File: config.mk
export PLATFORM = sky130hd
export DESIGN_NAME = wall_follow_drive_controller_core_flat
export DESIGN_NICKNAME = d
export VERILOG_FILES = /design/src/wfdc_pkg.sv /design/src/wfdc_if.sv /design/src/wall_follow_drive_controller_core.sv /design/src/wfdc_ctrl.sv /design/src/wfdc_datapath.sv /design/src/flat_wrapper.sv
export VERILOG_INCLUDE_DIRS = /design/src /design/src/src
export SDC_FILE = /design/constraint.sdc
export NUM_CORES = 2
export LEC_CHECK = 0
export BUFFER_PORTS_ARGS = -buffer_cell sky130_fd_sc_hd__buf_2
export CORE_MARGIN = 5
export CORE_UTILIZATION = 40
export CTS_CLUSTER_SIZE = 16
export DETAILED_ROUTE_END_ITERATION = 8
export PLACE_DENSITY = 0.55
export SYNTH_ARGS = -nofsm -noshare
export SYNTH_HDL_FRONTEND = slang
export SYNTH_SLANG_ARGS = --single-unit
File: constraint.sdc
create_clock -name i_clk -period 12.4 [get_ports i_clk]
set_clock_uncertainty 0.15 [all_clocks]
set_input_delay 0.62 -clock i_clk [delete_from_list [all_inputs] [get_ports i_clk]]
set_output_delay 0.62 -clock i_clk [all_outputs]
set_load 0.02 [all_outputs]
File: src/wall_follow_drive_controller_core_macros.svh
// Assertion helpers used by the controller RTL; they expect i_clk and i_rst_n in scope.
`ifndef WALL_FOLLOW_DRIVE_CONTROLLER_CORE_MACROS_SVH
`define WALL_FOLLOW_DRIVE_CONTROLLER_CORE_MACROS_SVH

// same-cycle implication
`define WFDC_ASSERT_IMP(lbl, ante, cons, msg) \
    lbl: assert property (@(posedge i_clk) disable iff (!i_rst_n) (ante) |-> (cons)) \
        else $error(msg);

// next-cycle implication
`define WFDC_ASSERT_NXT(lbl, ante, cons, msg) \
    lbl: assert property (@(posedge i_clk) disable iff (!i_rst_n) (ante) |=> (cons)) \
        else $error(msg);

`endif

File: src/wfdc_pkg.sv
`timescale 1ns / 1ps
package wfdc_pkg;

    localparam int DIST_BITS_DEF = 10;
    localparam int FRAC_BITS_DEF = 14;

    localparam int CFG_IDX_W  = 3;
    localparam int CFG_DATA_W = 16;
    localparam int GAIN_W     = 16;
    localparam int MS_W       = 16;
    localparam int DUTY_W     = 16;
    localparam int LVL_W      = 16;

    localparam logic [DUTY_W-1:0] DUTY_CAP = 16'd52429;

    localparam logic [GAIN_W-1:0] KP_RST = 16'd3277;
    localparam logic [GAIN_W-1:0] KD_RST = 16'd7864;
    localparam int WALL_GOAL_RST   = 10;
    localparam int WALL_NEAR_RST   = 22;
    localparam int FRONT_STOP_RST  = 25;
    localparam int FRONT_SLOW_RST  = 80;
    localparam int ESTOP_RST       = 5;

    typedef enum logic [CFG_IDX_W-1:0] {
        CFG_TRACK_RIGHT  = 3'd0,
        CFG_KP_GAIN      = 3'd1,
        CFG_KD_GAIN      = 3'd2,
        CFG_WALL_GOAL    = 3'd3,
        CFG_WALL_NEAR    = 3'd4,
        CFG_FRONT_STOP   = 3'd5,
        CFG_FRONT_SLOW   = 3'd6,
        CFG_ESTOP        = 3'd7
    } t_cfg_idx;

    typedef enum logic [1:0] {
        SIGN_ZERO = 2'd0,
        SIGN_POS  = 2'd1,
        SIGN_NEG  = 2'd2
    } t_sign;

    typedef enum logic [3:0] {
        ST_IDLE,
        ST_MUL_KP,
        ST_MUL_MS,
        ST_MUL_KD,
        ST_MUL_K1000,
        ST_PD_SUM,
        ST_PD_LOAD,
        ST_PD_DIV,
        ST_PD_SAVE,
        ST_SQ_NUM,
        ST_SQ_DEN,
        ST_TH_LOAD,
        ST_TH_DIV,
        ST_UPDATE,
        ST_EMIT
    } t_state;

    typedef enum logic [2:0] {
        MUL_KP_E,
        MUL_P1_MS,
        MUL_KD_DE,
        MUL_P2_K,
        MUL_SQ_NUM,
        MUL_SQ_DEN
    } t_mul_sel;

    typedef struct packed {
        logic     load;
        logic     mul_en;
        t_mul_sel mul_sel;
        logic     pd_sum;
        logic     div_load_pd;
        logic     div_load_th;
        logic     div_step;
        logic     pd_save;
        logic     update;
        logic     emit;
    } t_cmd;

endpackage

File: src/wfdc_if.sv
`timescale 1ns / 1ps
interface wfdc_in_if #(
    parameter int DIST_BITS = 10
);
    logic                 valid;
    logic                 ready;
    logic [DIST_BITS-1:0] left_cm;
    logic [DIST_BITS-1:0] front_cm;
    logic [DIST_BITS-1:0] right_cm;
    logic [2:0]           valid_bits;
    logic [15:0]          elapsed_ms;

    modport source (output valid, left_cm, front_cm, right_cm, valid_bits, elapsed_ms,
                    input ready);
    modport sink (input valid, left_cm, front_cm, right_cm, valid_bits, elapsed_ms,
                  output ready);
endinterface

interface wfdc_out_if;
    logic               valid;
    logic               ready;
    logic [15:0]        right_duty;
    logic [15:0]        left_duty;
    logic               dir_switch;
    logic [1:0]         right_dir;
    logic [1:0]         left_dir;
    logic signed [15:0] steer_level;
    logic signed [15:0] throttle_level;

    modport source (output valid, right_duty, left_duty, dir_switch, right_dir, left_dir,
                    steer_level, throttle_level, input ready);
    modport sink (input valid, right_duty, left_duty, dir_switch, right_dir, left_dir,
                  steer_level, throttle_level, output ready);
endinterface

File: src/wall_follow_drive_controller_core.sv
`timescale 1ns / 1ps
// Channel   Dir  Payload
// i_in      in   left_cm, front_cm, right_cm, valid_bits, elapsed_ms
// o_out     out  right_duty, left_duty, dir_switch, right_dir, left_dir,
//                steer_level, throttle_level
// i_cfg_*   in   write enable, register index, write data
//
// Each item runs four PD multiplies, a division, two square multiplies and a second
// division, sharing one multiplier; the restoring divider yields one bit per cycle.
// A new item is taken only in idle; a finished result waits in the output register.
// A stalled output holds the controller before it returns to idle.
// Synchronous active-low reset clears the ramp states, last error and wheel signs.
module wall_follow_drive_controller_core #(
    parameter int DIST_BITS = wfdc_pkg::DIST_BITS_DEF,
    parameter int FRAC_BITS = wfdc_pkg::FRAC_BITS_DEF
) (
    input  logic                            i_clk,
    input  logic                            i_rst_n,
    wfdc_in_if.sink                         i_in,
    wfdc_out_if.source                      o_out,
    input  logic                            i_cfg_we,
    input  logic [wfdc_pkg::CFG_IDX_W-1:0]  i_cfg_idx,
    input  logic [wfdc_pkg::CFG_DATA_W-1:0] i_cfg_data
);
    import wfdc_pkg::*;

    logic                r_track_right;
    logic [GAIN_W-1:0]   r_kp_gain, r_kd_gain;
    logic [DIST_BITS-1:0] r_wall_goal, r_wall_near, r_front_stop, r_front_slow, r_estop;

    always_ff @(posedge i_clk) begin
        if (!i_rst_n) begin
            r_track_right  <= 1'b1;
            r_kp_gain      <= KP_RST;
            r_kd_gain      <= KD_RST;
            r_wall_goal    <= DIST_BITS'(WALL_GOAL_RST);
            r_wall_near    <= DIST_BITS'(WALL_NEAR_RST);
            r_front_stop   <= DIST_BITS'(FRONT_STOP_RST);
            r_front_slow   <= DIST_BITS'(FRONT_SLOW_RST);
            r_estop        <= DIST_BITS'(ESTOP_RST);
        end else if (i_cfg_we) begin
            unique case (t_cfg_idx'(i_cfg_idx))
                CFG_TRACK_RIGHT:  r_track_right  <= i_cfg_data[0];
                CFG_KP_GAIN:      r_kp_gain      <= i_cfg_data[GAIN_W-1:0];
                CFG_KD_GAIN:      r_kd_gain      <= i_cfg_data[GAIN_W-1:0];
                CFG_WALL_GOAL:    r_wall_goal    <= i_cfg_data[DIST_BITS-1:0];
                CFG_WALL_NEAR:    r_wall_near    <= i_cfg_data[DIST_BITS-1:0];
                CFG_FRONT_STOP:   r_front_stop   <= i_cfg_data[DIST_BITS-1:0];
                CFG_FRONT_SLOW:   r_front_slow   <= i_cfg_data[DIST_BITS-1:0];
                CFG_ESTOP:        r_estop        <= i_cfg_data[DIST_BITS-1:0];
                default: ;
            endcase
        end
    end

    t_cmd cmd;
    logic in_ready, out_valid;

    wfdc_ctrl #(
        .FRAC_BITS(FRAC_BITS)
    ) u_ctrl (
        .i_clk       (i_clk),
        .i_rst_n     (i_rst_n),
        .i_in_valid  (i_in.valid),
        .i_out_ready (o_out.ready),
        .o_in_ready  (in_ready),
        .o_out_valid (out_valid),
        .o_cmd       (cmd)
    );

    assign i_in.ready  = in_ready;
    assign o_out.valid = out_valid;

    wfdc_datapath #(
        .DIST_BITS(DIST_BITS),
        .FRAC_BITS(FRAC_BITS)
    ) u_dp (
        .i_clk            (i_clk),
        .i_rst_n          (i_rst_n),
        .i_cmd            (cmd),
        .i_left_cm        (i_in.left_cm),
        .i_front_cm       (i_in.front_cm),
        .i_right_cm       (i_in.right_cm),
        .i_valid_bits     (i_in.valid_bits),
        .i_elapsed_ms     (i_in.elapsed_ms),
        .i_track_right    (r_track_right),
        .i_kp_gain        (r_kp_gain),
        .i_kd_gain        (r_kd_gain),
        .i_wall_goal_cm   (r_wall_goal),
        .i_wall_near_cm   (r_wall_near),
        .i_front_stop_cm  (r_front_stop),
        .i_front_slow_cm  (r_front_slow),
        .i_estop_cm       (r_estop),
        .o_right_duty     (o_out.right_duty),
        .o_left_duty      (o_out.left_duty),
        .o_dir_switch     (o_out.dir_switch),
        .o_right_dir      (o_out.right_dir),
        .o_left_dir       (o_out.left_dir),
        .o_steer_level    (o_out.steer_level),
        .o_throttle_level (o_out.throttle_level)
    );
endmodule

File: src/wfdc_ctrl.sv
`timescale 1ns / 1ps
module wfdc_ctrl #(
    parameter int FRAC_BITS = 14
) (
    input  logic          i_clk,
    input  logic          i_rst_n,
    input  logic          i_in_valid,
    input  logic          i_out_ready,
    output logic          o_in_ready,
    output logic          o_out_valid,
    output wfdc_pkg::t_cmd o_cmd
);
    import wfdc_pkg::*;
    `include "wall_follow_drive_controller_core_macros.svh"

    localparam int CNT_W = $clog2(FRAC_BITS + 1);
    localparam logic [CNT_W-1:0] CNT_LAST = CNT_W'(FRAC_BITS - 1);

    t_state r_state, n_state;
    logic [CNT_W-1:0] r_cnt, n_cnt;
    logic r_out_vld, n_out_vld;
    logic out_free, in_div;

    assign out_free = !r_out_vld || i_out_ready;
    assign in_div   = (r_state == ST_PD_DIV) || (r_state == ST_TH_DIV);

    always_comb begin
        n_state = r_state;
        unique case (r_state)
            ST_IDLE:      if (i_in_valid) n_state = ST_MUL_KP;
            ST_MUL_KP:    n_state = ST_MUL_MS;
            ST_MUL_MS:    n_state = ST_MUL_KD;
            ST_MUL_KD:    n_state = ST_MUL_K1000;
            ST_MUL_K1000: n_state = ST_PD_SUM;
            ST_PD_SUM:    n_state = ST_PD_LOAD;
            ST_PD_LOAD:   n_state = ST_PD_DIV;
            ST_PD_DIV:    if (r_cnt == CNT_LAST) n_state = ST_PD_SAVE;
            ST_PD_SAVE:   n_state = ST_SQ_NUM;
            ST_SQ_NUM:    n_state = ST_SQ_DEN;
            ST_SQ_DEN:    n_state = ST_TH_LOAD;
            ST_TH_LOAD:   n_state = ST_TH_DIV;
            ST_TH_DIV:    if (r_cnt == CNT_LAST) n_state = ST_UPDATE;
            ST_UPDATE:    n_state = ST_EMIT;
            ST_EMIT:      if (out_free) n_state = ST_IDLE;
            default:      n_state = ST_IDLE;
        endcase
    end

    always_comb begin
        o_cmd         = '0;
        o_cmd.mul_sel = MUL_KP_E;
        o_in_ready    = 1'b0;
        unique case (r_state)
            ST_IDLE: begin
                o_in_ready = 1'b1;
                o_cmd.load = i_in_valid;
            end
            ST_MUL_KP: begin
                o_cmd.mul_en  = 1'b1;
                o_cmd.mul_sel = MUL_KP_E;
            end
            ST_MUL_MS: begin
                o_cmd.mul_en  = 1'b1;
                o_cmd.mul_sel = MUL_P1_MS;
            end
            ST_MUL_KD: begin
                o_cmd.mul_en  = 1'b1;
                o_cmd.mul_sel = MUL_KD_DE;
            end
            ST_MUL_K1000: begin
                o_cmd.mul_en  = 1'b1;
                o_cmd.mul_sel = MUL_P2_K;
            end
            ST_PD_SUM:  o_cmd.pd_sum = 1'b1;
            ST_PD_LOAD: o_cmd.div_load_pd = 1'b1;
            ST_PD_DIV:  o_cmd.div_step = 1'b1;
            ST_PD_SAVE: o_cmd.pd_save = 1'b1;
            ST_SQ_NUM: begin
                o_cmd.mul_en  = 1'b1;
                o_cmd.mul_sel = MUL_SQ_NUM;
            end
            ST_SQ_DEN: begin
                o_cmd.mul_en  = 1'b1;
                o_cmd.mul_sel = MUL_SQ_DEN;
            end
            ST_TH_LOAD: o_cmd.div_load_th = 1'b1;
            ST_TH_DIV:  o_cmd.div_step = 1'b1;
            ST_UPDATE:  o_cmd.update = 1'b1;
            ST_EMIT:    o_cmd.emit = out_free;
            default: ;
        endcase
    end

    always_comb begin
        n_cnt = '0;
        if (in_div && r_cnt != CNT_LAST) n_cnt = r_cnt + 1'b1;
    end

    always_comb begin
        n_out_vld = r_out_vld;
        if (o_cmd.emit) n_out_vld = 1'b1;
        else if (i_out_ready) n_out_vld = 1'b0;
    end

    always_ff @(posedge i_clk) begin
        if (!i_rst_n) begin
            r_state   <= ST_IDLE;
            r_cnt     <= '0;
            r_out_vld <= 1'b0;
        end else begin
            r_state   <= n_state;
            r_cnt     <= n_cnt;
            r_out_vld <= n_out_vld;
        end
    end

    assign o_out_valid = r_out_vld;

    `WFDC_ASSERT_NXT(a_accept_starts, o_in_ready && i_in_valid, r_state == ST_MUL_KP,
        "accepted item did not start the multiply sequence")
    `WFDC_ASSERT_NXT(a_result_held, r_out_vld && !i_out_ready, r_out_vld,
        "pending result dropped while stalled")
    `WFDC_ASSERT_IMP(a_cnt_range, in_div, r_cnt <= CNT_LAST,
        "divider step count out of range")
    `WFDC_ASSERT_IMP(a_cnt_idle, !in_div, r_cnt == '0,
        "divider step count not cleared outside division")
endmodule

File: src/wfdc_datapath.sv
`timescale 1ns / 1ps
module wfdc_datapath #(
    parameter int DIST_BITS = 10,
    parameter int FRAC_BITS = 14
) (
    input  logic                           i_clk,
    input  logic                           i_rst_n,
    input  wfdc_pkg::t_cmd                 i_cmd,
    input  logic [DIST_BITS-1:0]           i_left_cm,
    input  logic [DIST_BITS-1:0]           i_front_cm,
    input  logic [DIST_BITS-1:0]           i_right_cm,
    input  logic [2:0]                     i_valid_bits,
    input  logic [wfdc_pkg::MS_W-1:0]      i_elapsed_ms,
    input  logic                           i_track_right,
    input  logic [wfdc_pkg::GAIN_W-1:0]    i_kp_gain,
    input  logic [wfdc_pkg::GAIN_W-1:0]    i_kd_gain,
    input  logic [DIST_BITS-1:0]           i_wall_goal_cm,
    input  logic [DIST_BITS-1:0]           i_wall_near_cm,
    input  logic [DIST_BITS-1:0]           i_front_stop_cm,
    input  logic [DIST_BITS-1:0]           i_front_slow_cm,
    input  logic [DIST_BITS-1:0]           i_estop_cm,
    output logic [wfdc_pkg::DUTY_W-1:0]    o_right_duty,
    output logic [wfdc_pkg::DUTY_W-1:0]    o_left_duty,
    output logic                           o_dir_switch,
    output logic [1:0]                     o_right_dir,
    output logic [1:0]                     o_left_dir,
    output logic signed [wfdc_pkg::LVL_W-1:0] o_steer_level,
    output logic signed [wfdc_pkg::LVL_W-1:0] o_throttle_level
);
    import wfdc_pkg::*;

    localparam int DW  = DIST_BITS;
    localparam int EW  = DW + 1;
    localparam int DEW = DW + 2;
    localparam int MA  = DW + 19;
    localparam int MB  = GAIN_W + 2;
    localparam int PW  = MA + MB;
    localparam int NW  = PW + 1;
    localparam int DVW = (2 * DW > MS_W + 16) ? 2 * DW : MS_W + 16;
    localparam int RW  = DVW + 1;
    localparam int QW  = FRAC_BITS;
    localparam int LW  = FRAC_BITS + 4;
    localparam int AW  = LW + 16;

    localparam logic signed [LW-1:0] ONE_Q  = LW'(longint'(1) <<< FRAC_BITS);
    localparam logic signed [LW-1:0] DEAD_Q = LW'(((longint'(5) <<< FRAC_BITS) + 50) / 100);
    localparam logic signed [LW-1:0] SSLEW_Q = LW'(((longint'(12) <<< FRAC_BITS) + 50) / 100);
    localparam logic signed [LW-1:0] TSLEW_Q = LW'(((longint'(6) <<< FRAC_BITS) + 50) / 100);
    localparam logic signed [LW-1:0] TCAP_Q = LW'(((longint'(35) <<< FRAC_BITS) + 50) / 100);
    localparam logic signed [LW-1:0] BIAS_Q = LW'(((longint'(80) <<< FRAC_BITS) + 50) / 100);

    function automatic logic signed [LW-1:0] clamp_sym(input logic signed [LW-1:0] v,
                                                       input logic signed [LW-1:0] lim);
        logic signed [LW-1:0] res;
        res = v;
        if (v > lim) res = lim;
        else if (v < -lim) res = -lim;
        return res;
    endfunction

    // latched item
    logic [DW-1:0]   r_left, r_front, r_right;
    logic [2:0]      r_vb;
    logic [MS_W-1:0] r_ms;

    // state
    logic signed [LW-1:0] r_steer, r_thr, n_steer, n_thr;
    logic signed [EW-1:0] r_prev;
    t_sign                r_rsign, r_lsign;

    // work registers
    logic signed [MA-1:0] r_p1, r_p2;
    logic signed [PW-1:0] r_t1, r_t2;
    logic [DVW-1:0]       r_sqn, r_sqd, r_dvs;
    logic signed [NW-1:0] r_num;
    logic [RW-1:0]        r_rem;
    logic [QW-1:0]        r_quo;
    logic                 r_pd_neg, r_pd_sat;
    logic signed [LW-1:0] r_sref;

    // output payload
    logic [DUTY_W-1:0]       r_o_rduty, r_o_lduty;
    logic                    r_o_sw;
    logic [1:0]              r_o_rdir, r_o_ldir;
    logic signed [LVL_W-1:0] r_o_steer, r_o_thr;

    // followed side
    logic          sv, close;
    logic [DW-1:0] scm;
    logic signed [EW-1:0]  w_e;
    logic signed [DEW-1:0] w_de;
    logic                  ms_gt1;

    assign sv     = i_track_right ? r_vb[2] : r_vb[0];
    assign scm    = i_track_right ? r_right : r_left;
    assign close  = (scm != '0) && (scm < i_wall_near_cm);
    assign w_e    = {1'b0, scm} - {1'b0, i_wall_goal_cm};
    assign w_de   = DEW'(w_e) - DEW'(r_prev);
    assign ms_gt1 = r_ms > MS_W'(1);

    // shared multiplier
    logic [DW-1:0] th_num, th_den;
    logic signed [MA-1:0] m_a;
    logic signed [MB-1:0] m_b;
    logic signed [PW-1:0] m_p;

    assign th_num = r_front - i_front_stop_cm;
    assign th_den = i_front_slow_cm - i_front_stop_cm;

    always_comb begin
        case (i_cmd.mul_sel)
            MUL_KP_E: begin
                m_a = MA'(w_e);
                m_b = MB'({1'b0, i_kp_gain});
            end
            MUL_P1_MS: begin
                m_a = r_p1;
                m_b = MB'({1'b0, r_ms});
            end
            MUL_KD_DE: begin
                m_a = MA'(w_de);
                m_b = MB'({1'b0, i_kd_gain});
            end
            MUL_P2_K: begin
                m_a = r_p2;
                m_b = MB'(1000);
            end
            MUL_SQ_NUM: begin
                m_a = MA'({1'b0, th_num});
                m_b = MB'({1'b0, th_num});
            end
            MUL_SQ_DEN: begin
                m_a = MA'({1'b0, th_den});
                m_b = MB'({1'b0, th_den});
            end
            default: begin
                m_a = '0;
                m_b = '0;
            end
        endcase
    end

    assign m_p = m_a * m_b;

    // PD magnitude and divisor
    logic [NW-1:0]   w_mag;
    logic [MS_W-1:0] w_den;
    logic [DVW-1:0]  w_dlim;
    assign w_mag  = r_num[NW-1] ? NW'(-r_num) : NW'(r_num);
    assign w_den  = ms_gt1 ? r_ms : MS_W'(1);
    assign w_dlim = DVW'({w_den, 16'b0});

    // restoring divider step
    logic [RW-1:0] w_sh;
    logic          w_ge;
    assign w_sh = {r_rem[RW-2:0], 1'b0};
    assign w_ge = w_sh >= RW'(r_dvs);

    // steering reference
    logic signed [LW-1:0] w_res, w_pdv, w_bias;
    assign w_res  = r_pd_sat ? ONE_Q : LW'({1'b0, r_quo});
    assign w_pdv  = (r_pd_neg ^ i_track_right) ? -w_res : w_res;
    assign w_bias = close ? (i_track_right ? -BIAS_Q : BIAS_Q) : '0;

    // throttle reference and slew
    logic                 th_gate, th_full;
    logic signed [LW-1:0] w_tref, w_tcap;
    assign th_gate = r_vb[1] && (r_front > i_estop_cm) && (r_front > i_front_stop_cm);
    assign th_full = r_front >= i_front_slow_cm;
    assign w_tref  = !th_gate ? '0 : (th_full ? ONE_Q : LW'({1'b0, r_quo}));
    assign w_tcap  = (sv && close && w_tref > TCAP_Q) ? TCAP_Q : w_tref;
    assign n_steer = r_steer + clamp_sym(r_sref - r_steer, SSLEW_Q);
    assign n_thr   = r_thr + clamp_sym(w_tcap - r_thr, TSLEW_Q);

    // wheel mixing
    logic signed [LW-1:0] w_t, w_s, w_vr0, w_vl0, w_vr, w_vl, w_ar, w_al;
    logic [AW-1:0]        w_dr, w_dl;
    t_sign                w_sr, w_sl;
    logic                 w_sw;
    logic signed [31:0]   w_se, w_te;

    assign w_t   = clamp_sym(r_thr, ONE_Q);
    assign w_s   = clamp_sym(r_steer, ONE_Q);
    assign w_vr0 = clamp_sym(w_t + w_s, ONE_Q);
    assign w_vl0 = clamp_sym(w_t - w_s, ONE_Q);
    assign w_vr  = (w_vr0 > -DEAD_Q && w_vr0 < DEAD_Q) ? '0 : w_vr0;
    assign w_vl  = (w_vl0 > -DEAD_Q && w_vl0 < DEAD_Q) ? '0 : w_vl0;
    assign w_sr  = (w_vr > 0) ? SIGN_POS : ((w_vr < 0) ? SIGN_NEG : SIGN_ZERO);
    assign w_sl  = (w_vl > 0) ? SIGN_POS : ((w_vl < 0) ? SIGN_NEG : SIGN_ZERO);
    assign w_sw  = (w_sr != r_rsign) || (w_sl != r_lsign);
    assign w_ar  = w_vr[LW-1] ? -w_vr : w_vr;
    assign w_al  = w_vl[LW-1] ? -w_vl : w_vl;
    assign w_dr  = {w_ar, 16'b0} >> FRAC_BITS;
    assign w_dl  = {w_al, 16'b0} >> FRAC_BITS;
    assign w_se  = 32'(r_steer);
    assign w_te  = 32'(r_thr);

    always_ff @(posedge i_clk) begin
        if (i_cmd.load) begin
            r_left  <= i_left_cm;
            r_front <= i_front_cm;
            r_right <= i_right_cm;
            r_vb    <= i_valid_bits;
            r_ms    <= (i_elapsed_ms == '0) ? MS_W'(10) : i_elapsed_ms;
        end
        if (i_cmd.mul_en) begin
            case (i_cmd.mul_sel)
                MUL_KP_E:   r_p1  <= MA'(m_p);
                MUL_P1_MS:  r_t1  <= m_p;
                MUL_KD_DE:  r_p2  <= MA'(m_p);
                MUL_P2_K:   r_t2  <= m_p;
                MUL_SQ_NUM: r_sqn <= DVW'(m_p);
                MUL_SQ_DEN: r_sqd <= DVW'(m_p);
                default: ;
            endcase
        end
        if (i_cmd.pd_sum) begin
            r_num <= ms_gt1 ? (NW'(r_t1) + NW'(r_t2)) : NW'(r_p1);
        end
        if (i_cmd.div_load_pd) begin
            r_pd_neg <= r_num[NW-1];
            r_pd_sat <= w_mag >= NW'(w_dlim);
            r_rem    <= RW'(w_mag);
            r_dvs    <= w_dlim;
            r_quo    <= '0;
        end
        if (i_cmd.div_load_th) begin
            r_rem <= RW'(r_sqn);
            r_dvs <= r_sqd;
            r_quo <= '0;
        end
        if (i_cmd.div_step) begin
            r_rem <= w_ge ? (w_sh - RW'(r_dvs)) : w_sh;
            r_quo <= {r_quo[QW-2:0], w_ge};
        end
        if (i_cmd.pd_save) begin
            r_sref <= sv ? (w_pdv + w_bias) : '0;
        end
        if (i_cmd.emit) begin
            r_o_rduty <= (w_dr > AW'(DUTY_CAP)) ? DUTY_CAP : w_dr[DUTY_W-1:0];
            r_o_lduty <= (w_dl > AW'(DUTY_CAP)) ? DUTY_CAP : w_dl[DUTY_W-1:0];
            r_o_sw    <= w_sw;
            r_o_rdir  <= w_sw ? w_sr : SIGN_ZERO;
            r_o_ldir  <= w_sw ? w_sl : SIGN_ZERO;
            r_o_steer <= w_se[LVL_W-1:0];
            r_o_thr   <= w_te[LVL_W-1:0];
        end
    end

    always_ff @(posedge i_clk) begin
        if (!i_rst_n) begin
            r_steer <= '0;
            r_thr   <= '0;
            r_prev  <= '0;
            r_rsign <= SIGN_ZERO;
            r_lsign <= SIGN_ZERO;
        end else begin
            if (i_cmd.pd_save && sv) r_prev <= w_e;
            if (i_cmd.update) begin
                r_steer <= n_steer;
                r_thr   <= n_thr;
            end
            if (i_cmd.emit && w_sw) begin
                r_rsign <= w_sr;
                r_lsign <= w_sl;
            end
        end
    end

    assign o_right_duty     = r_o_rduty;
    assign o_left_duty      = r_o_lduty;
    assign o_dir_switch     = r_o_sw;
    assign o_right_dir      = r_o_rdir;
    assign o_left_dir       = r_o_ldir;
    assign o_steer_level    = r_o_steer;
    assign o_throttle_level = r_o_thr;
endmodule

File: src/flat_wrapper.sv
// flat-port wrapper written by rule: the top's interface ports become plain ports
module wall_follow_drive_controller_core_flat import wfdc_pkg::*;
#(
    parameter int DIST_BITS = wfdc_pkg::DIST_BITS_DEF,
    parameter int FRAC_BITS = wfdc_pkg::FRAC_BITS_DEF
)
  (i_clk, i_rst_n, i_cfg_we, i_cfg_idx, i_cfg_data, i_in_valid, i_in_left_cm, i_in_front_cm, i_in_right_cm, i_in_valid_bits, i_in_elapsed_ms, i_in_ready, o_out_valid, o_out_right_duty, o_out_left_duty, o_out_dir_switch, o_out_right_dir, o_out_left_dir, o_out_steer_level, o_out_throttle_level, o_out_ready);
  wfdc_in_if #(.DIST_BITS(DIST_BITS)) i_in_i ();
  wfdc_out_if o_out_i ();
  input  logic i_clk;
  input  logic i_rst_n;
  input  logic i_cfg_we;
  input  logic [wfdc_pkg::CFG_IDX_W-1:0] i_cfg_idx;
  input  logic [wfdc_pkg::CFG_DATA_W-1:0] i_cfg_data;
  input wire logic [$bits(i_in_i.valid)-1:0] i_in_valid;
  input wire logic [$bits(i_in_i.left_cm)-1:0] i_in_left_cm;
  input wire logic [$bits(i_in_i.front_cm)-1:0] i_in_front_cm;
  input wire logic [$bits(i_in_i.right_cm)-1:0] i_in_right_cm;
  input wire logic [$bits(i_in_i.valid_bits)-1:0] i_in_valid_bits;
  input wire logic [$bits(i_in_i.elapsed_ms)-1:0] i_in_elapsed_ms;
  output wire logic [$bits(i_in_i.ready)-1:0] i_in_ready;
  output wire logic [$bits(o_out_i.valid)-1:0] o_out_valid;
  output wire logic [$bits(o_out_i.right_duty)-1:0] o_out_right_duty;
  output wire logic [$bits(o_out_i.left_duty)-1:0] o_out_left_duty;
  output wire logic [$bits(o_out_i.dir_switch)-1:0] o_out_dir_switch;
  output wire logic [$bits(o_out_i.right_dir)-1:0] o_out_right_dir;
  output wire logic [$bits(o_out_i.left_dir)-1:0] o_out_left_dir;
  output wire logic [$bits(o_out_i.steer_level)-1:0] o_out_steer_level;
  output wire logic [$bits(o_out_i.throttle_level)-1:0] o_out_throttle_level;
  input wire logic [$bits(o_out_i.ready)-1:0] o_out_ready;
  assign i_in_i.valid = i_in_valid;
  assign i_in_i.left_cm = i_in_left_cm;
  assign i_in_i.front_cm = i_in_front_cm;
  assign i_in_i.right_cm = i_in_right_cm;
  assign i_in_i.valid_bits = i_in_valid_bits;
  assign i_in_i.elapsed_ms = i_in_elapsed_ms;
  assign i_in_ready = i_in_i.ready;
  assign o_out_valid = o_out_i.valid;
  assign o_out_right_duty = o_out_i.right_duty;
  assign o_out_left_duty = o_out_i.left_duty;
  assign o_out_dir_switch = o_out_i.dir_switch;
  assign o_out_right_dir = o_out_i.right_dir;
  assign o_out_left_dir = o_out_i.left_dir;
  assign o_out_steer_level = o_out_i.steer_level;
  assign o_out_throttle_level = o_out_i.throttle_level;
  assign o_out_i.ready = o_out_ready;
  wall_follow_drive_controller_core #(.DIST_BITS(DIST_BITS), .FRAC_BITS(FRAC_BITS)) u_core (.i_clk(i_clk), .i_rst_n(i_rst_n), .i_in(i_in_i), .o_out(o_out_i), .i_cfg_we(i_cfg_we), .i_cfg_idx(i_cfg_idx), .i_cfg_data(i_cfg_data));
endmodule
==> results.toml <==
[synthesis]
synth_cell_type_count = 108
synth.top_cell.area_share_pct = 25.3
syn_inst = 6164
synth_warnings = 0
yosys-top-cells-area = "edfxtp_1, fa_1, ha_1"
synth_seq_cells = 619
async_reset_ff_share_pct = 0
synth.yosys.seq_area_share_pct = 30.3
synth-edff-count = 476
synth_area_sq_um = 56500
syn_area_per_cell_sq_um = 9.17
yosys.area.top_type = "edfxtp_1"
synth_ff_type = "edfxtp_1"

[min_path]
worstHoldEndpoint = "u_core.r_kp_gain[10]$_SDFFE_PN1P_"
hold_path_class = "in -> reg"
hp-start = "i_cfg_data[10]"
hold_path_depth = 3

[sta]
fin_crit_sh_pct = 95.1
relSlewSlack_pct = 19.2
rsz0062_at_grt = "false"
fin_crit_ns = 11.79
finalMaxSlewViolations = 0
finalHoldViolCount = 0
worstMarginPinSlew_ns = 1.21
setup_viol = 0
fmax_mhz = 84.8

[clocking]
cts_tree = "yes"
cts.sinks = 619
clock_latency_ns = 0.67
clk_path_buf_depth = 3
cts_buffers = 71
postCtsSetupRepairBufs = 0
clockRootBuffer = "clkbuf_16"
clk_pin_slew_worst_paths_ns = 0.06
cts_htree_levels = 3

[setup_path]
cpMostUsedCell = "fa_1"
worst-path-buf-inv = 6
start_kind = "flip-flop"
path_class = "reg -> reg"
required_ns = 12.67
crit_path_end_kind = "flip-flop"
slowest_stage = "a221oi_1"
worstReg2RegEnd = "u_core.u_dp.r_t1[42]$_DFFE_PP_"
r2r_cells = 43
cp_top_family = "compound AO/OA/AOI/OAI gates"
cpPeakStageDelay_ns = 0.72
reg2reg_slack_ns = 0.61
r2r-start = "u_core.r_track_right$_SDFFE_PN1P_"
cp_max_fo = 11
arrival_ns = 12.06

[die]
ioPinCount = 144
die_width_um = 386
die_h_um = 386
dieArea_sq_um = 149000
start_util_pct = 40.1
core_area_sq_um = 141000
rows = 138

[run_status]
status = "finished, final reports clean"

[run]
drv_cap = 0

[global_route]
antenna_found_initial = 5
overflow = 0
grt_usage_pct = 22.3
grt_start_max_net_pins = 109
grt_pass1_wl_mm = 260
grt_pass1_vias = 44400

[cells_and_area]
nets = 7178
regArea_sq_um = 17200
final_cell_mix = "nand2_1, inv_1, edfxtp_1"
final_common_cell = "nand2_1"
fill_cells = 13700
areaGrowthSynthToFinish_pct = 9.88
drive_gt1_share_pct = 7.06
stdcell_count = 8198
multi_input_area_sq_um = 35500

[routing]
drt-wirelength-per-cell_um = 20.4
firstDrtPassIters = 6
wl_mm = 167
vias = 44600
vias_per_cell = 5.44
dr.first_iter.drc_count = 3291
antenna_left = 0
drcViolationCount = 0

[place]
dp_hpwl_mm = 131
portBuffers = 141
dp_cells = 8027
gp_congestion = 0.901
==> final cells by class <==
| type | count | share of cell area, % |
|---|---|---|
| multi-input combinational | 4484 | 57.2 |
| timing repair buffer | 252 | 2.64 |
| sequential | 619 | 27.6 |
| clock inverter | 34 | 0.622 |
| clock buffer | 98 | 3.21 |
| inverter | 814 | 4.92 |
| tap | 1890 | 3.81 |
| antenna | 7 | 0.0282 |
==> worst max-delay path by stage <==
stage	startpoint	endpoint	cells past startpoint
detailed placement	u_core.r_track_right$_SDFFE_PN1P_	u_core.u_dp.r_t1[42]$_DFFE_PP_	42
finish	u_core.r_track_right$_SDFFE_PN1P_	u_core.u_dp.r_t1[42]$_DFFE_PP_	43
global route	u_core.r_track_right$_SDFFE_PN1P_	u_core.u_dp.r_t2[42]$_DFFE_PP_	43
floorplan	u_core.r_track_right$_SDFFE_PN1P_	u_core.u_dp.r_t1[44]$_DFFE_PP_	43
CTS	u_core.r_track_right$_SDFFE_PN1P_	u_core.u_dp.r_t1[42]$_DFFE_PP_	43
global placement	u_core.r_track_right$_SDFFE_PN1P_	u_core.u_dp.r_t1[44]$_DFFE_PP_	42
==> per-layer routing <==
metal / up-vias / wire length, um / global-route usage, %
li1: 21200 / - / -
met1: 21900 / 75100 / 30.5
met2: 1197 / 77800 / 37.3
met3: 224 / 9820 / 2.76
met4: 0 / 4530 / 6.39
met5: - / 0 / 0
==> cells in the mapped netlist (36+ instances only) <==
cell / instances
edfxtp_1: 476
o21ai_0: 262
clkbuf_1: 211
o21a_1: 65
and2_1: 108
and3_1: 41
xnor2_1: 158
nor4_1: 41
fa_1: 460
inv_1: 812
or3_1: 51
xor2_1: 118
a21oi_1: 251
a211oi_1: 39
ha_1: 403
a21o_1: 100
dfxtp_1: 143
nor2b_1: 84
nor2_1: 399
nand3_1: 130
nand4_1: 51
nor3_1: 124
nand2_1: 812
a31oi_1: 54
o211ai_1: 36
nand2b_1: 87
a21boi_0: 98
==> cells by family (layout without fill, tap and decap cells) <==
group           Yosys count  after routing  share of synthesized area [%]
compound gates         1245           1245                           14.9
xor+xnor                280            280                           4.39
fa+ha+maj               863            863                           25.2
buf+inv                1062           1198                           7.17
flops                   619            619                           30.3
mux                      48             48                          0.881
other cells               1              9                        0.00663
simple gates           2046           2046                           17.1
==> sequential cells by signal (all words and copies together), names as in the netlist, 18 cells and up <==
name and count:
u_core.u_dp.r_p1 29, u_core.u_dp.r_sqd 32, u_core.u_dp.r_t1 46, u_core.u_dp.r_p2 29, u_core.u_dp.r_dvs 32, u_core.u_dp.r_sqn 32, u_core.u_dp.r_num 48, u_core.u_dp.r_steer 18
u_core.u_dp.r_thr 18, u_core.u_dp.r_t2 46, u_core.u_dp.r_sref 18, u_core.u_dp.r_rem 32
==> through the flow <==
stage | setup slack [ns] | util, % | hold WS (ns) | setup TNS, ns | cell area, sq um
after floorplan | 1.53 | - | 0.281 | 0 | 56500
after global placement | 0.0698 | 42.1 | 0.300 | 0 | 59300
after detailed placement | -0.00712 | 42.1 | 0.309 | -0.0142 | 59300
after CTS | 0.186 | 44.0 | 0.00372 | 0 | 62000
after global routing | 0.0223 | 44.0 | 0.0408 | 0 | 62100
final | 0.612 | 44.0 | 0.0485 | 0 | 62100
==> worst min-delay path: cells and delay by family <==
kind | cells | cell delay (ns)
and+or+nand+nor | 2 | 0.12
buffers and inverters | 1 | 0.09
==> timing repair <==
| item | CTS | global route |
|---|---|---|
| resized for setup | 1 | 19 |
| setup endpoints to repair | 2 | 24 |
| endpoints found under the hold margin | 32 | 0 |
| hold buffers | 32 | 0 |
Power is left out: the tool's default activity adds up to more than one toggle a clock period on the data nets, which glitch-free logic cannot reach.
